===== config.mk =====
export PLATFORM = sky130hd
export DESIGN_NAME = udp_frame_receive_filter
export DESIGN_NICKNAME = d
export VERILOG_FILES = /design/src/hdl/ufrf_pkg.sv /design/src/hdl/ufrf_core.sv /design/src/hdl/ufrf_queue.sv /design/src/hdl/udp_frame_receive_filter.sv
export VERILOG_INCLUDE_DIRS = /design/src /design/src/hdl
export SDC_FILE = /design/constraint.sdc
export NUM_CORES = 1
export LEC_CHECK = 0
export BUFFER_PORTS_ARGS = -buffer_cell sky130_fd_sc_hd__buf_2
export CORE_MARGIN = 10
export CORE_UTILIZATION = 60
export CTS_BUF_LIST = sky130_fd_sc_hd__clkbuf_4 sky130_fd_sc_hd__clkbuf_8
export CTS_CLUSTER_DIAMETER = 80
export CTS_CLUSTER_SIZE = 25
export DETAILED_ROUTE_END_ITERATION = 7
export HOLD_SLACK_MARGIN = 0.02
export PLACE_DENSITY_LB_ADDON = 0.1
export SYNTH_ARGS = -nofsm -noshare
export SYNTH_HDL_FRONTEND = slang
export SYNTH_SLANG_ARGS = --single-unit

===== constraint.sdc =====
create_clock -name clock -period 17.5 [get_ports clock]
set_input_delay 0.875 -clock clock [delete_from_list [all_inputs] [get_ports clock]]
set_output_delay 0.875 -clock clock [all_outputs]
set_load 0.01 [all_outputs]

===== src/hdl/udp_frame_receive_filter_assert.svh =====
// Assertion macros shared by the filter's modules.
// Both expect signals named clock and reset in the using scope.
`ifndef UDP_FRAME_RECEIVE_FILTER_ASSERT_SVH
`define UDP_FRAME_RECEIVE_FILTER_ASSERT_SVH

// cond holds -> prop holds in the same cycle
`define UFRF_ASSERT_IMPL(lbl, cond, prop, msg) \
   lbl: assert property (@(posedge clock) disable iff (reset) (cond) |-> (prop)) \
      else $error(msg);

// cond holds -> prop holds in the next cycle
`define UFRF_ASSERT_NEXT(lbl, cond, prop, msg) \
   lbl: assert property (@(posedge clock) disable iff (reset) (cond) |=> (prop)) \
      else $error(msg);

`endif


===== src/hdl/ufrf_pkg.sv =====
`default_nettype none

package ufrf_pkg;

   localparam int BUFFER_BYTES_DEFAULT = 256;
   localparam int QUEUE_DEPTH = 4;

   // header byte offsets
   localparam logic [15:0] OFF_ETYPE_HI  = 16'd12;
   localparam logic [15:0] OFF_ETYPE_LO  = 16'd13;
   localparam logic [15:0] OFF_PROTO     = 16'd23;
   localparam logic [15:0] OFF_SIP_0     = 16'd26;
   localparam logic [15:0] OFF_SIP_1     = 16'd27;
   localparam logic [15:0] OFF_SIP_2     = 16'd28;
   localparam logic [15:0] OFF_SIP_3     = 16'd29;
   localparam logic [15:0] OFF_SPORT_HI  = 16'd34;
   localparam logic [15:0] OFF_SPORT_LO  = 16'd35;
   localparam logic [15:0] OFF_DPORT_HI  = 16'd36;
   localparam logic [15:0] OFF_DPORT_LO  = 16'd37;
   localparam logic [15:0] OFF_ULEN_HI   = 16'd38;
   localparam logic [15:0] OFF_ULEN_LO   = 16'd39;
   localparam logic [15:0] PAYLOAD_START = 16'd42;
   localparam logic [15:0] OFFSET_MAX    = 16'hFFFF;

   localparam logic [7:0]  ETYPE_HI_VAL  = 8'h08;
   localparam logic [7:0]  ETYPE_LO_VAL  = 8'h00;
   localparam logic [7:0]  PROTO_UDP     = 8'd17;
   localparam logic [15:0] UDP_HDR_BYTES = 16'd8;

   localparam logic KIND_PAYLOAD = 1'b0;
   localparam logic KIND_VERDICT = 1'b1;

   typedef enum logic [1:0] {
      CSR_SOURCE_IP   = 2'd0,
      CSR_SOURCE_PORT = 2'd1,
      CSR_DEST_PORT   = 2'd2,
      CSR_COPY_LIMIT  = 2'd3
   } csr_index_type;

   typedef struct packed {
      logic [7:0] frame_byte;
      logic       frame_end;
   } req_type;

   typedef struct packed {
      logic        item_kind;
      logic [7:0]  payload_byte;
      logic [7:0]  payload_index;
      logic        frame_matched;
      logic [15:0] payload_length;
      logic        last;
   } rsp_type;

   typedef struct packed {
      logic [31:0] want_source_ip;
      logic [15:0] want_source_port;
      logic [15:0] want_dest_port;
      logic [15:0] copy_limit;
   } cfg_type;

   // words produced by one accepted byte; first is placed ahead of second in the queue
   typedef struct packed {
      logic [1:0] count;
      rsp_type    first;
      rsp_type    second;
   } rsp_pair_type;

endpackage

`default_nettype wire


===== src/hdl/ufrf_core.sv =====
`default_nettype none
`include "udp_frame_receive_filter_assert.svh"

module ufrf_core #(
   parameter int BUFFER_BYTES = ufrf_pkg::BUFFER_BYTES_DEFAULT
) (
   input  wire logic                   clock,
   input  wire logic                   reset,
   input  wire logic                   accept,
   input  wire ufrf_pkg::req_type      req,
   input  wire ufrf_pkg::cfg_type      cfg,
   output ufrf_pkg::rsp_pair_type      push
);

   localparam int CNT_W = $clog2(BUFFER_BYTES);
   localparam logic [15:0] BUF_LIMIT = 16'(BUFFER_BYTES);

   logic [15:0]      offset_ff, offset_in;
   logic             matching_ff, matching_in;
   logic [15:0]      udp_length_ff, udp_length_in;
   logic [7:0]       port_shift_ff, port_shift_in;
   logic [CNT_W-1:0] copied_ff, copied_in;

   logic [15:0]      word;
   logic             match_now;
   logic [15:0]      udp_len_now;
   logic [7:0]       shift_now;
   logic [15:0]      body_len;
   logic [15:0]      copied_ext;
   logic             emit;
   logic             verdict_matched;
   ufrf_pkg::rsp_type payload_rsp, verdict_rsp;

   always_comb begin
      word        = {port_shift_ff, req.frame_byte};
      match_now   = matching_ff;
      udp_len_now = udp_length_ff;
      shift_now   = port_shift_ff;
      case (offset_ff)
         ufrf_pkg::OFF_ETYPE_HI: begin
            if (req.frame_byte != ufrf_pkg::ETYPE_HI_VAL) match_now = 1'b0;
         end
         ufrf_pkg::OFF_ETYPE_LO: begin
            if (req.frame_byte != ufrf_pkg::ETYPE_LO_VAL) match_now = 1'b0;
         end
         ufrf_pkg::OFF_PROTO: begin
            if (req.frame_byte != ufrf_pkg::PROTO_UDP) match_now = 1'b0;
         end
         ufrf_pkg::OFF_SIP_0: begin
            if (req.frame_byte != cfg.want_source_ip[31:24]) match_now = 1'b0;
         end
         ufrf_pkg::OFF_SIP_1: begin
            if (req.frame_byte != cfg.want_source_ip[23:16]) match_now = 1'b0;
         end
         ufrf_pkg::OFF_SIP_2: begin
            if (req.frame_byte != cfg.want_source_ip[15:8]) match_now = 1'b0;
         end
         ufrf_pkg::OFF_SIP_3: begin
            if (req.frame_byte != cfg.want_source_ip[7:0]) match_now = 1'b0;
         end
         ufrf_pkg::OFF_SPORT_HI, ufrf_pkg::OFF_DPORT_HI, ufrf_pkg::OFF_ULEN_HI: begin
            shift_now = req.frame_byte;
         end
         ufrf_pkg::OFF_SPORT_LO: begin
            if (word != cfg.want_source_port) match_now = 1'b0;
         end
         ufrf_pkg::OFF_DPORT_LO: begin
            if (word != cfg.want_dest_port) match_now = 1'b0;
         end
         ufrf_pkg::OFF_ULEN_LO: begin
            udp_len_now = word;
         end
         default: begin
         end
      endcase

      body_len   = udp_len_now - ufrf_pkg::UDP_HDR_BYTES;
      copied_ext = {{(16-CNT_W){1'b0}}, copied_ff};
      emit = (offset_ff >= ufrf_pkg::PAYLOAD_START) && match_now &&
             (offset_ff < BUF_LIMIT) && (copied_ext < cfg.copy_limit) &&
             (copied_ext < body_len);
      // frames ending before the UDP length is seen never match
      verdict_matched = match_now && (offset_ff >= ufrf_pkg::OFF_ULEN_LO);

      payload_rsp.item_kind      = ufrf_pkg::KIND_PAYLOAD;
      payload_rsp.payload_byte   = req.frame_byte;
      payload_rsp.payload_index  = copied_ext[7:0];
      payload_rsp.frame_matched  = 1'b0;
      payload_rsp.payload_length = 16'd0;
      payload_rsp.last           = ~req.frame_end;

      verdict_rsp.item_kind      = ufrf_pkg::KIND_VERDICT;
      verdict_rsp.payload_byte   = 8'd0;
      verdict_rsp.payload_index  = 8'd0;
      verdict_rsp.frame_matched  = verdict_matched;
      verdict_rsp.payload_length = verdict_matched ? body_len : 16'd0;
      verdict_rsp.last           = 1'b1;

      push.count  = accept ? {emit & req.frame_end, emit ^ req.frame_end} : 2'd0;
      push.first  = emit ? payload_rsp : verdict_rsp;
      push.second = verdict_rsp;

      offset_in     = offset_ff;
      matching_in   = matching_ff;
      udp_length_in = udp_length_ff;
      port_shift_in = port_shift_ff;
      copied_in     = copied_ff;
      if (accept) begin
         if (req.frame_end) begin
            offset_in     = 16'd0;
            matching_in   = 1'b1;
            udp_length_in = 16'd0;
            port_shift_in = 8'd0;
            copied_in     = '0;
         end else begin
            if (offset_ff != ufrf_pkg::OFFSET_MAX) offset_in = offset_ff + 16'd1;
            matching_in   = match_now;
            udp_length_in = udp_len_now;
            port_shift_in = shift_now;
            copied_in     = copied_ff + CNT_W'(emit);
         end
      end
   end

   always_ff @(posedge clock) begin
      if (reset) begin
         offset_ff     <= 16'd0;
         matching_ff   <= 1'b1;
         udp_length_ff <= 16'd0;
         port_shift_ff <= 8'd0;
         copied_ff     <= '0;
      end else begin
         offset_ff     <= offset_in;
         matching_ff   <= matching_in;
         udp_length_ff <= udp_length_in;
         port_shift_ff <= port_shift_in;
         copied_ff     <= copied_in;
      end
   end

   `UFRF_ASSERT_NEXT(a_end_clears, accept && req.frame_end, offset_ff == 16'd0 && matching_ff && copied_ff == '0, "frame state not cleared after last word")
   `UFRF_ASSERT_NEXT(a_idle_holds, !accept, $stable(offset_ff) && $stable(copied_ff), "frame state moved without an accepted word")

endmodule

`default_nettype wire


===== src/hdl/ufrf_queue.sv =====
`default_nettype none
`include "udp_frame_receive_filter_assert.svh"

module ufrf_queue (
   input  wire logic                   clock,
   input  wire logic                   reset,
   input  wire ufrf_pkg::rsp_pair_type push,
   output ufrf_pkg::rsp_type           rsp_word,
   output logic                        rsp_valid,
   input  wire logic                   rsp_stall,
   output logic                        room_two
);

   localparam int DEPTH  = ufrf_pkg::QUEUE_DEPTH;
   localparam int PTR_W  = $clog2(DEPTH);
   localparam int FILL_W = $clog2(DEPTH + 1);

   ufrf_pkg::rsp_type mem_ff [DEPTH];
   logic [PTR_W-1:0]  wr_ff, wr_in;
   logic [PTR_W-1:0]  rd_ff, rd_in;
   logic [FILL_W-1:0] fill_ff, fill_in;
   logic              pop;
   logic [PTR_W-1:0]  wr_next;

   always_comb begin
      rsp_valid = (fill_ff != '0);
      rsp_word  = mem_ff[rd_ff];
      pop       = rsp_valid && !rsp_stall;
      room_two  = (fill_ff <= FILL_W'(DEPTH - 2));
      wr_next   = wr_ff + PTR_W'(1);
      wr_in     = wr_ff + PTR_W'(push.count);
      rd_in     = rd_ff + PTR_W'(pop);
      fill_in   = fill_ff + FILL_W'(push.count) - FILL_W'(pop);
   end

   always_ff @(posedge clock) begin
      if (push.count != 2'd0) mem_ff[wr_ff] <= push.first;
      if (push.count == 2'd2) mem_ff[wr_next] <= push.second;
   end

   always_ff @(posedge clock) begin
      if (reset) begin
         wr_ff   <= '0;
         rd_ff   <= '0;
         fill_ff <= '0;
      end else begin
         wr_ff   <= wr_in;
         rd_ff   <= rd_in;
         fill_ff <= fill_in;
      end
   end

   `UFRF_ASSERT_IMPL(a_fill_bound, 1'b1, fill_ff <= FILL_W'(DEPTH), "queue fill beyond depth")
   `UFRF_ASSERT_IMPL(a_push_room, push.count != 2'd0, room_two, "words pushed without room")

endmodule

`default_nettype wire


===== src/hdl/udp_frame_receive_filter.sv =====
// UDP receive filter for Ethernet frames carrying IPv4.
// req_ channel: one frame byte per word, frame_end set on the last byte.
// A word is taken at a clock edge with req_valid high and req_stall low.
// rsp_ channel: payload bytes of frames whose EtherType, protocol, source
// address and ports match the csr_ registers, then one verdict word at the
// end of every frame; last marks the final word caused by one input byte.
// csr_ channel: write-only, always ready; index 0 source IP, 1 source port,
// 2 destination port, 3 copy limit. Write only between frames.
// The words of a byte accepted at an edge enter the output queue at that
// edge. Throughput: one byte per cycle while req_stall is low; a frame's
// last byte that also carries payload makes two words, which the four-entry
// output queue absorbs while bytes keep streaming. The queue sets the rate.
// req_stall rises when the queue lacks room for two words, so a stalled
// receiver backs up into req_stall once the queue holds more than two words.
// Reset (synchronous) empties the queue, clears the registers to zero and
// restarts the byte offset at the head of a frame.
`default_nettype none

module udp_frame_receive_filter #(
   parameter int BUFFER_BYTES = ufrf_pkg::BUFFER_BYTES_DEFAULT
) (
   input  wire logic              clock,
   input  wire logic              reset,
   input  wire logic              req_valid,
   output logic                   req_stall,
   input  wire ufrf_pkg::req_type req_data,
   output logic                   rsp_valid,
   input  wire logic              rsp_stall,
   output ufrf_pkg::rsp_type      rsp_data,
   input  wire logic              csr_valid,
   output logic                   csr_ready,
   input  wire logic [1:0]        csr_index,
   input  wire logic [31:0]       csr_data
);

   ufrf_pkg::cfg_type      cfg_ff, cfg_in;
   ufrf_pkg::rsp_pair_type push;
   logic                   room_two;
   logic                   req_accept;

   always_comb begin
      csr_ready  = 1'b1;
      req_stall  = ~room_two;
      req_accept = req_valid && room_two;
      cfg_in     = cfg_ff;
      if (csr_valid) begin
         case (ufrf_pkg::csr_index_type'(csr_index))
            ufrf_pkg::CSR_SOURCE_IP:   cfg_in.want_source_ip   = csr_data;
            ufrf_pkg::CSR_SOURCE_PORT: cfg_in.want_source_port = csr_data[15:0];
            ufrf_pkg::CSR_DEST_PORT:   cfg_in.want_dest_port   = csr_data[15:0];
            ufrf_pkg::CSR_COPY_LIMIT:  cfg_in.copy_limit       = csr_data[15:0];
            default: begin
            end
         endcase
      end
   end

   always_ff @(posedge clock) begin
      if (reset) begin
         cfg_ff <= '0;
      end else begin
         cfg_ff <= cfg_in;
      end
   end

   ufrf_core #(
      .BUFFER_BYTES(BUFFER_BYTES)
   ) u_core (
      .clock (clock),
      .reset (reset),
      .accept(req_accept),
      .req   (req_data),
      .cfg   (cfg_ff),
      .push  (push)
   );

   ufrf_queue u_queue (
      .clock    (clock),
      .reset    (reset),
      .push     (push),
      .rsp_word (rsp_data),
      .rsp_valid(rsp_valid),
      .rsp_stall(rsp_stall),
      .room_two (room_two)
   );

endmodule

`default_nettype wire


# Yosys cells after proc, flatten, opt, wreduce, memory -nomap -nowiden
# Memory sizes are Yosys's and may differ from the RTL's. A register that Yosys moved wholly into a read port is not among the register bits.
# Cells that the tools add are included.
# op_classes
n_reduce_logical	21
addsub	8
bitwise	4
mux	26
eq_ne	26
order_cmp	6
# ops
op	count
16-bit by 6-bit == test with 1-bit output (second input constant)	6
16-bit by 5-bit == test with 1-bit output (second input constant)	5
16-bit two-way mux	5
35-bit two-way mux	1
16-bit by 4-bit == test with 1-bit output (second input constant)	2
16-bit by 6-bit greater-or-equal comparator with 1-bit output (second input constant)	2
8-bit by 16-bit < comparator with 1-bit output	2
16-bit != test	2
8-bit != test	4
8-bit two-way mux	3
16-bit by 1-bit adder with 16-bit output (second input constant)	1
16-bit by 9-bit < comparator with 1-bit output (second input constant)	1
16-bit != test (second input constant)	1
16-bit by 4-bit subtractor with 16-bit output (second input constant)	1
1-bit two-way mux	14
2-bit AND reduction	6
1-bit case mux with 9 select lines	1
8-bit by 1-bit adder with 8-bit output	1
8-bit by 4-bit != test with 1-bit output (second input constant)	1
8-bit by 5-bit != test with 1-bit output (second input constant)	1
8-bit nonzero test	1
1-bit logical AND	7
2-bit == test (second input constant)	3
2-bit nonzero test	3
15 further kinds	17
# word_totals
input_bits	48
out_inout_bits	38
reg_bits	136
n_memories	1
ramBits	140
word_cells	104
# mem_list
memory	depth	width	rd	rd_ports_with_merged_regs	wr	line_no	text
u_queue.mem_ff	4	35	1	1	2	ufrf_queue.sv:18	ufrf_pkg::rsp_type mem_ff [DEPTH];

# Depth between registers and ports, before layout
# depth
word_depth	12
mapped_depth	28
ltp_nobuf	23

# By module
# From an unflattened synthesis, not the netlist that was laid out.
# hier_totals
hier_cells	1272
hier_area_um2	15031.9
# by_module_without_submodules
module	area_each_um2	n_inst	seq_area_each_um2	cells_each
ufrf_queue	7204.4	1	4344.2	386
ufrf_core	4518.1	1	980.9	585
udp_frame_receive_filter	3309.4	1	1601.5	301

# Worst setup path after synthesis
# Ideal clock, no wire load.
# synth_timing
path_kind	register to register
from	register u_core.offset_ff[0]
to	memory u_queue.mem_ff[0][4] (netlist bit) (data pin)
required_time_ps	17352
period_less_slack_ps	6903
n_path_buf	5
path_slack_ps	10597
stages_incl_launch_ff	27
t_arrival_ps	6756
setup_ps	148
cell_sequence	dfxtp_1 -> ha_1 -> nor4bb_1 -> and4_1 -> clkbuf_1 -> buf_1 -> mux2i_1 -> ha_1 -> clkbuf_1 -> o21ai_0 -> xnor2_1 -> ha_1 -> a21oi_1 -> o21ai_0 -> nor3_1 -> a21oi_1 -> a31oi_4 -> clkbuf_1 -> ha_1 -> nor2_1 -> nand3b_1 -> nor3_1 -> nor2_1 -> clkbuf_1 -> inv_1 -> nand4_1 -> a21oi_1
# synth_rtl
item	line_no	text
from (decl)	ufrf_core.sv:18	logic [15:0] offset_ff, offset_in;
from (signal assigned)	ufrf_core.sv:133	offset_ff <= offset_in;
to (decl)	ufrf_queue.sv:18	

==> flow_metrics.tcl <==
set metrics [dict create \
    numClockSinks 276 \
    insertion_delay_ns 0.56 \
    cts-buffers-inserted 15 \
    netlist_instances 1361 \
    die_h_um 169 \
    holdPathEnd "cfg_ff[11]" \
    synth_area_leaders "dfxtp_1 31%, edfxtp_1 15%, mux4_2 5.9%" \
    core-area_um2 21800 \
    pwr-share-seq_pct 56.7 \
    fin_tns_setup_ns 0 \
    finalHoldViolations 0 \
    vias 10400 \
    cts_tree "yes" \
    final-setup-viol-count 0 \
    placed_cell_area_um2 13800 \
    num_rows 54 \
    ff2ff_setup_slack_ns 9.11 \
    die_w_um 169 \
    critPathMaxFanout 110 \
    cts.path.max_buffers 3 \
    cp-end-kind "flop" \
    drt_iter0_drc 768 \
    p_int_uw 870 \
    ys_types 69 \
    power_per_cell_area_nw_per_um2 86.3 \
    switchingPower_uw 345 \
    p_sw_share_pct 28.4 \
    ctsHoldBuffers 0 \
    r2r_start "u_core.offset_ff[1]" \
    reg2reg_depth 21 \
    grt_pass1_wl_um 55600 \
    design_power_total_mw 1.21 \
    timing.final.crit_period_ns 8.39 \
    fin_nets 1443 \
    final_area_um2 14100 \
    fin_ws_ns 9.11 \
    routabilityCongestion 0.906 \
    hold_depth 2 \
    status "finished, final reports clean" \
    yosysSeqAreaShare_pct 46.6 \
    htreeDepth 1 \
    clockRootBuffer "clkbuf_8" \
    worst_pin_slew_ns 1.20 \
    dp.cells 1629 \
    synth_top_area_share_pct 31.3 \
    vdd_drop_max_v 0.0000822 \
    drt-total-wl_um 35100 \
    crit_arrival_ns 8.75 \
    place_ws_ns 9.21 \
    start_util_pct 61.0 \
    grt_max_degree 111 \
    synth_warnings 0 \
    holdCritPathClass "flop to flop" \
    post-cts-setup-buffer-count 0 \
    synth.most_common_cell "dfxtp_1" \
    syn_to_final_growth_pct 5.76 \
    portBuffers 84 \
    ios 86 \
    ys.flop_type "dfxtp_1" \
    combPwrFrac_pct 18.0 \
    post_drt_wl_per_cell_um 21.2 \
    netlist_top_cells_count "208 x dfxtp_1, 204 x nand2_1, 115 x a21oi_1" \
    postRouteAntennaNets 0 \
    cp.required_ns 17.86 \
    cts_resized 0 \
    final_core_util_pct 64.5 \
    clk_pin_slew_ns 0.15 \
    dieArea_um2 28500 \
    avgViaCountPerCell 6.29 \
    antenna_cells 0 \
    drtPass1Iterations 5 \
    clkPwrFrac_pct 25.2 \
    leakagePower_nw 4.72 \
    period_share_pct 48.0 \
    drive_above_1_share_pct 13.9 \
    syn_nets 1437 \
    syn_area_um2 13300 \
    grt_usage_pct 23.9 \
    hold_ws_ns 0.464 \
    syn_avg_cell_area_um2 9.78 \
    worstSetupStartpointType "flop" \
    path_class "flop to flop" \
    r2r_end "u_queue.mem_ff[1][11]" \
    fmax_mhz 119 \
    dpl.hpwl_um 23500 \
    drc_errors 0 \
    synthArstFlopShare_pct 0 \
    globalRouteOverflowTotal 0 \
    synth_edf_count 68 \
    skew_ns 0.0245 \
    yosysTopAreaCell "dfxtp_1" \
    layout.cells.non_filler 1653 \
    grt_pass1_vias 10100 \
    slew_violations 0 \
    ys_seq_elements 276 \
    min_from "cfg_ff[11]" \
    antenna_found_initial 0 \
    slew_headroom_pct 19.5 \
    rsz0062_at_grt "no" \
    maxCapViolations 0 \
]
-- cell type report --
cell class	count	area (µm²)
clock buffers	19	249
clock inverters	4	43.8
fillers	1826	7750
inverters	26	97.6
multi-input cells	945	6560
flip-flops and latches	276	6210
well taps	280	350
repair buffers	103	566
-- cells in the final DEF (no fill, tap or decap), drive strengths merged, types with 3 or more instances in the layout --
master | Yosys | final
nand3b | 5 | 5
and3 | 9 | 9
a21oi | 115 | 115
o211ai | 9 | 9
mux2i | 10 | 10
a211oi | 16 | 16
nand2b | 5 | 5
nand4b | 5 | 5
o21ai | 23 | 23
nor3b | 3 | 3
nand4 | 25 | 25
xor2 | 35 | 35
mux4 | 35 | 35
or3 | 6 | 6
nor4 | 13 | 13
ha | 27 | 27
xnor2 | 68 | 68
a22oi | 23 | 23
nand3 | 26 | 26
a22o | 4 | 4
a2111oi | 27 | 27
buf | 19 | 103
nor2b | 7 | 7
a32o | 60 | 60
edfxtp | 68 | 68
nand2 | 204 | 204
clkbuf | 95 | 19
nor2 | 112 | 112
or4 | 6 | 6
inv | 26 | 27
nor3 | 28 | 28
dfxtp | 208 | 208
or2 | 5 | 5
-- state kept, by name (all words and copies together) (netlist names) --
| name | cells |
|---|---|
| cfg_ff | 80 |
| u_core.copied_ff | 8 |
| u_core.matching_ff | 1 |
| u_core.offset_ff | 16 |
| u_core.port_shift_ff | 8 |
| u_core.udp_length_ff | 16 |
| u_queue.fill_ff | 3 |
| u_queue.mem_ff | 140 |
| u_queue.rd_ff | 2 |
| u_queue.wr_ff | 2 |
-- cell families after synthesis --
kind of cell	after synthesis	synth area share, %
AO/OA/AOI/OAI	299	16.7
buffers and inverters	140	4.19
AND/OR/NAND/NOR	469	16.3
XOR/XNOR	103	6.78
flip-flops	276	46.6
multiplexers	45	6.67
other	1	0.0282
adder cells (fa/ha/maj)	28	2.69
-- critical path, cell delays in order, from the launching register on --
cell	delay, ns
dfxtp_1	0.41
ha_1	0.41
nor4bb_1	0.39
and4_1	0.65
mux2i_1	0.32
ha_1	0.48
o21ai_0	0.21
xnor2_1	0.53
ha_1	0.37
a21oi_1	0.12
o21ai_0	0.12
nor3_1	0.19
a21oi_1	0.14
a31oi_4	0.16
buf_4	0.88
ha_1	0.46
nand4b_1	0.32
nor3_1	0.30
nor2_1	0.11
inv_1	0.62
nand3_1	0.56
a211oi_1	0.42
-- routing by layer --
layer | up-vias | GRT usage, % | wire (µm)
met2 | 329 | 40.3 | 17100
met4 | 0 | 7.76 | 1100
met5 | - | 0 | 0
met1 | 5047 | 31.2 | 15000
li1 | 4952 | - | -
met3 | 63 | 2.85 | 1920
-- power by group through the flow --
stage / clock network [mW] / registers (mW) / logic (mW)
after floorplan: 0 / 0.697 / 0.156
after global placement: 0 / 0.702 / 0.220
after detailed placement: 0 / 0.702 / 0.222
after CTS: 0.311 / 0.688 / 0.222
after global routing: 0.327 / 0.691 / 0.242
final: 0.306 / 0.689 / 0.219
-- worst max path at each step --
| stage | end | depth (start not counted) | from | slack (ns) |
|---|---|---|---|---|
| final | u_queue.mem_ff[1][11] | 21 | u_core.offset_ff[1] | 9.11 |
| after global routing | u_queue.mem_ff[1][11] | 21 | u_core.offset_ff[1] | 8.38 |
| after CTS | u_queue.mem_ff[1][11] | 21 | u_core.offset_ff[1] | 9.16 |
| after detailed placement | u_queue.mem_ff[3][4] | 22 | u_core.offset_ff[1] | 9.21 |
| after global placement | u_queue.mem_ff[3][4] | 22 | u_core.offset_ff[0] | 9.47 |
| after floorplan | u_queue.mem_ff[0][4] | 26 | u_core.offset_ff[0] | 10.60 |
(Power assumes the default switching activity.)
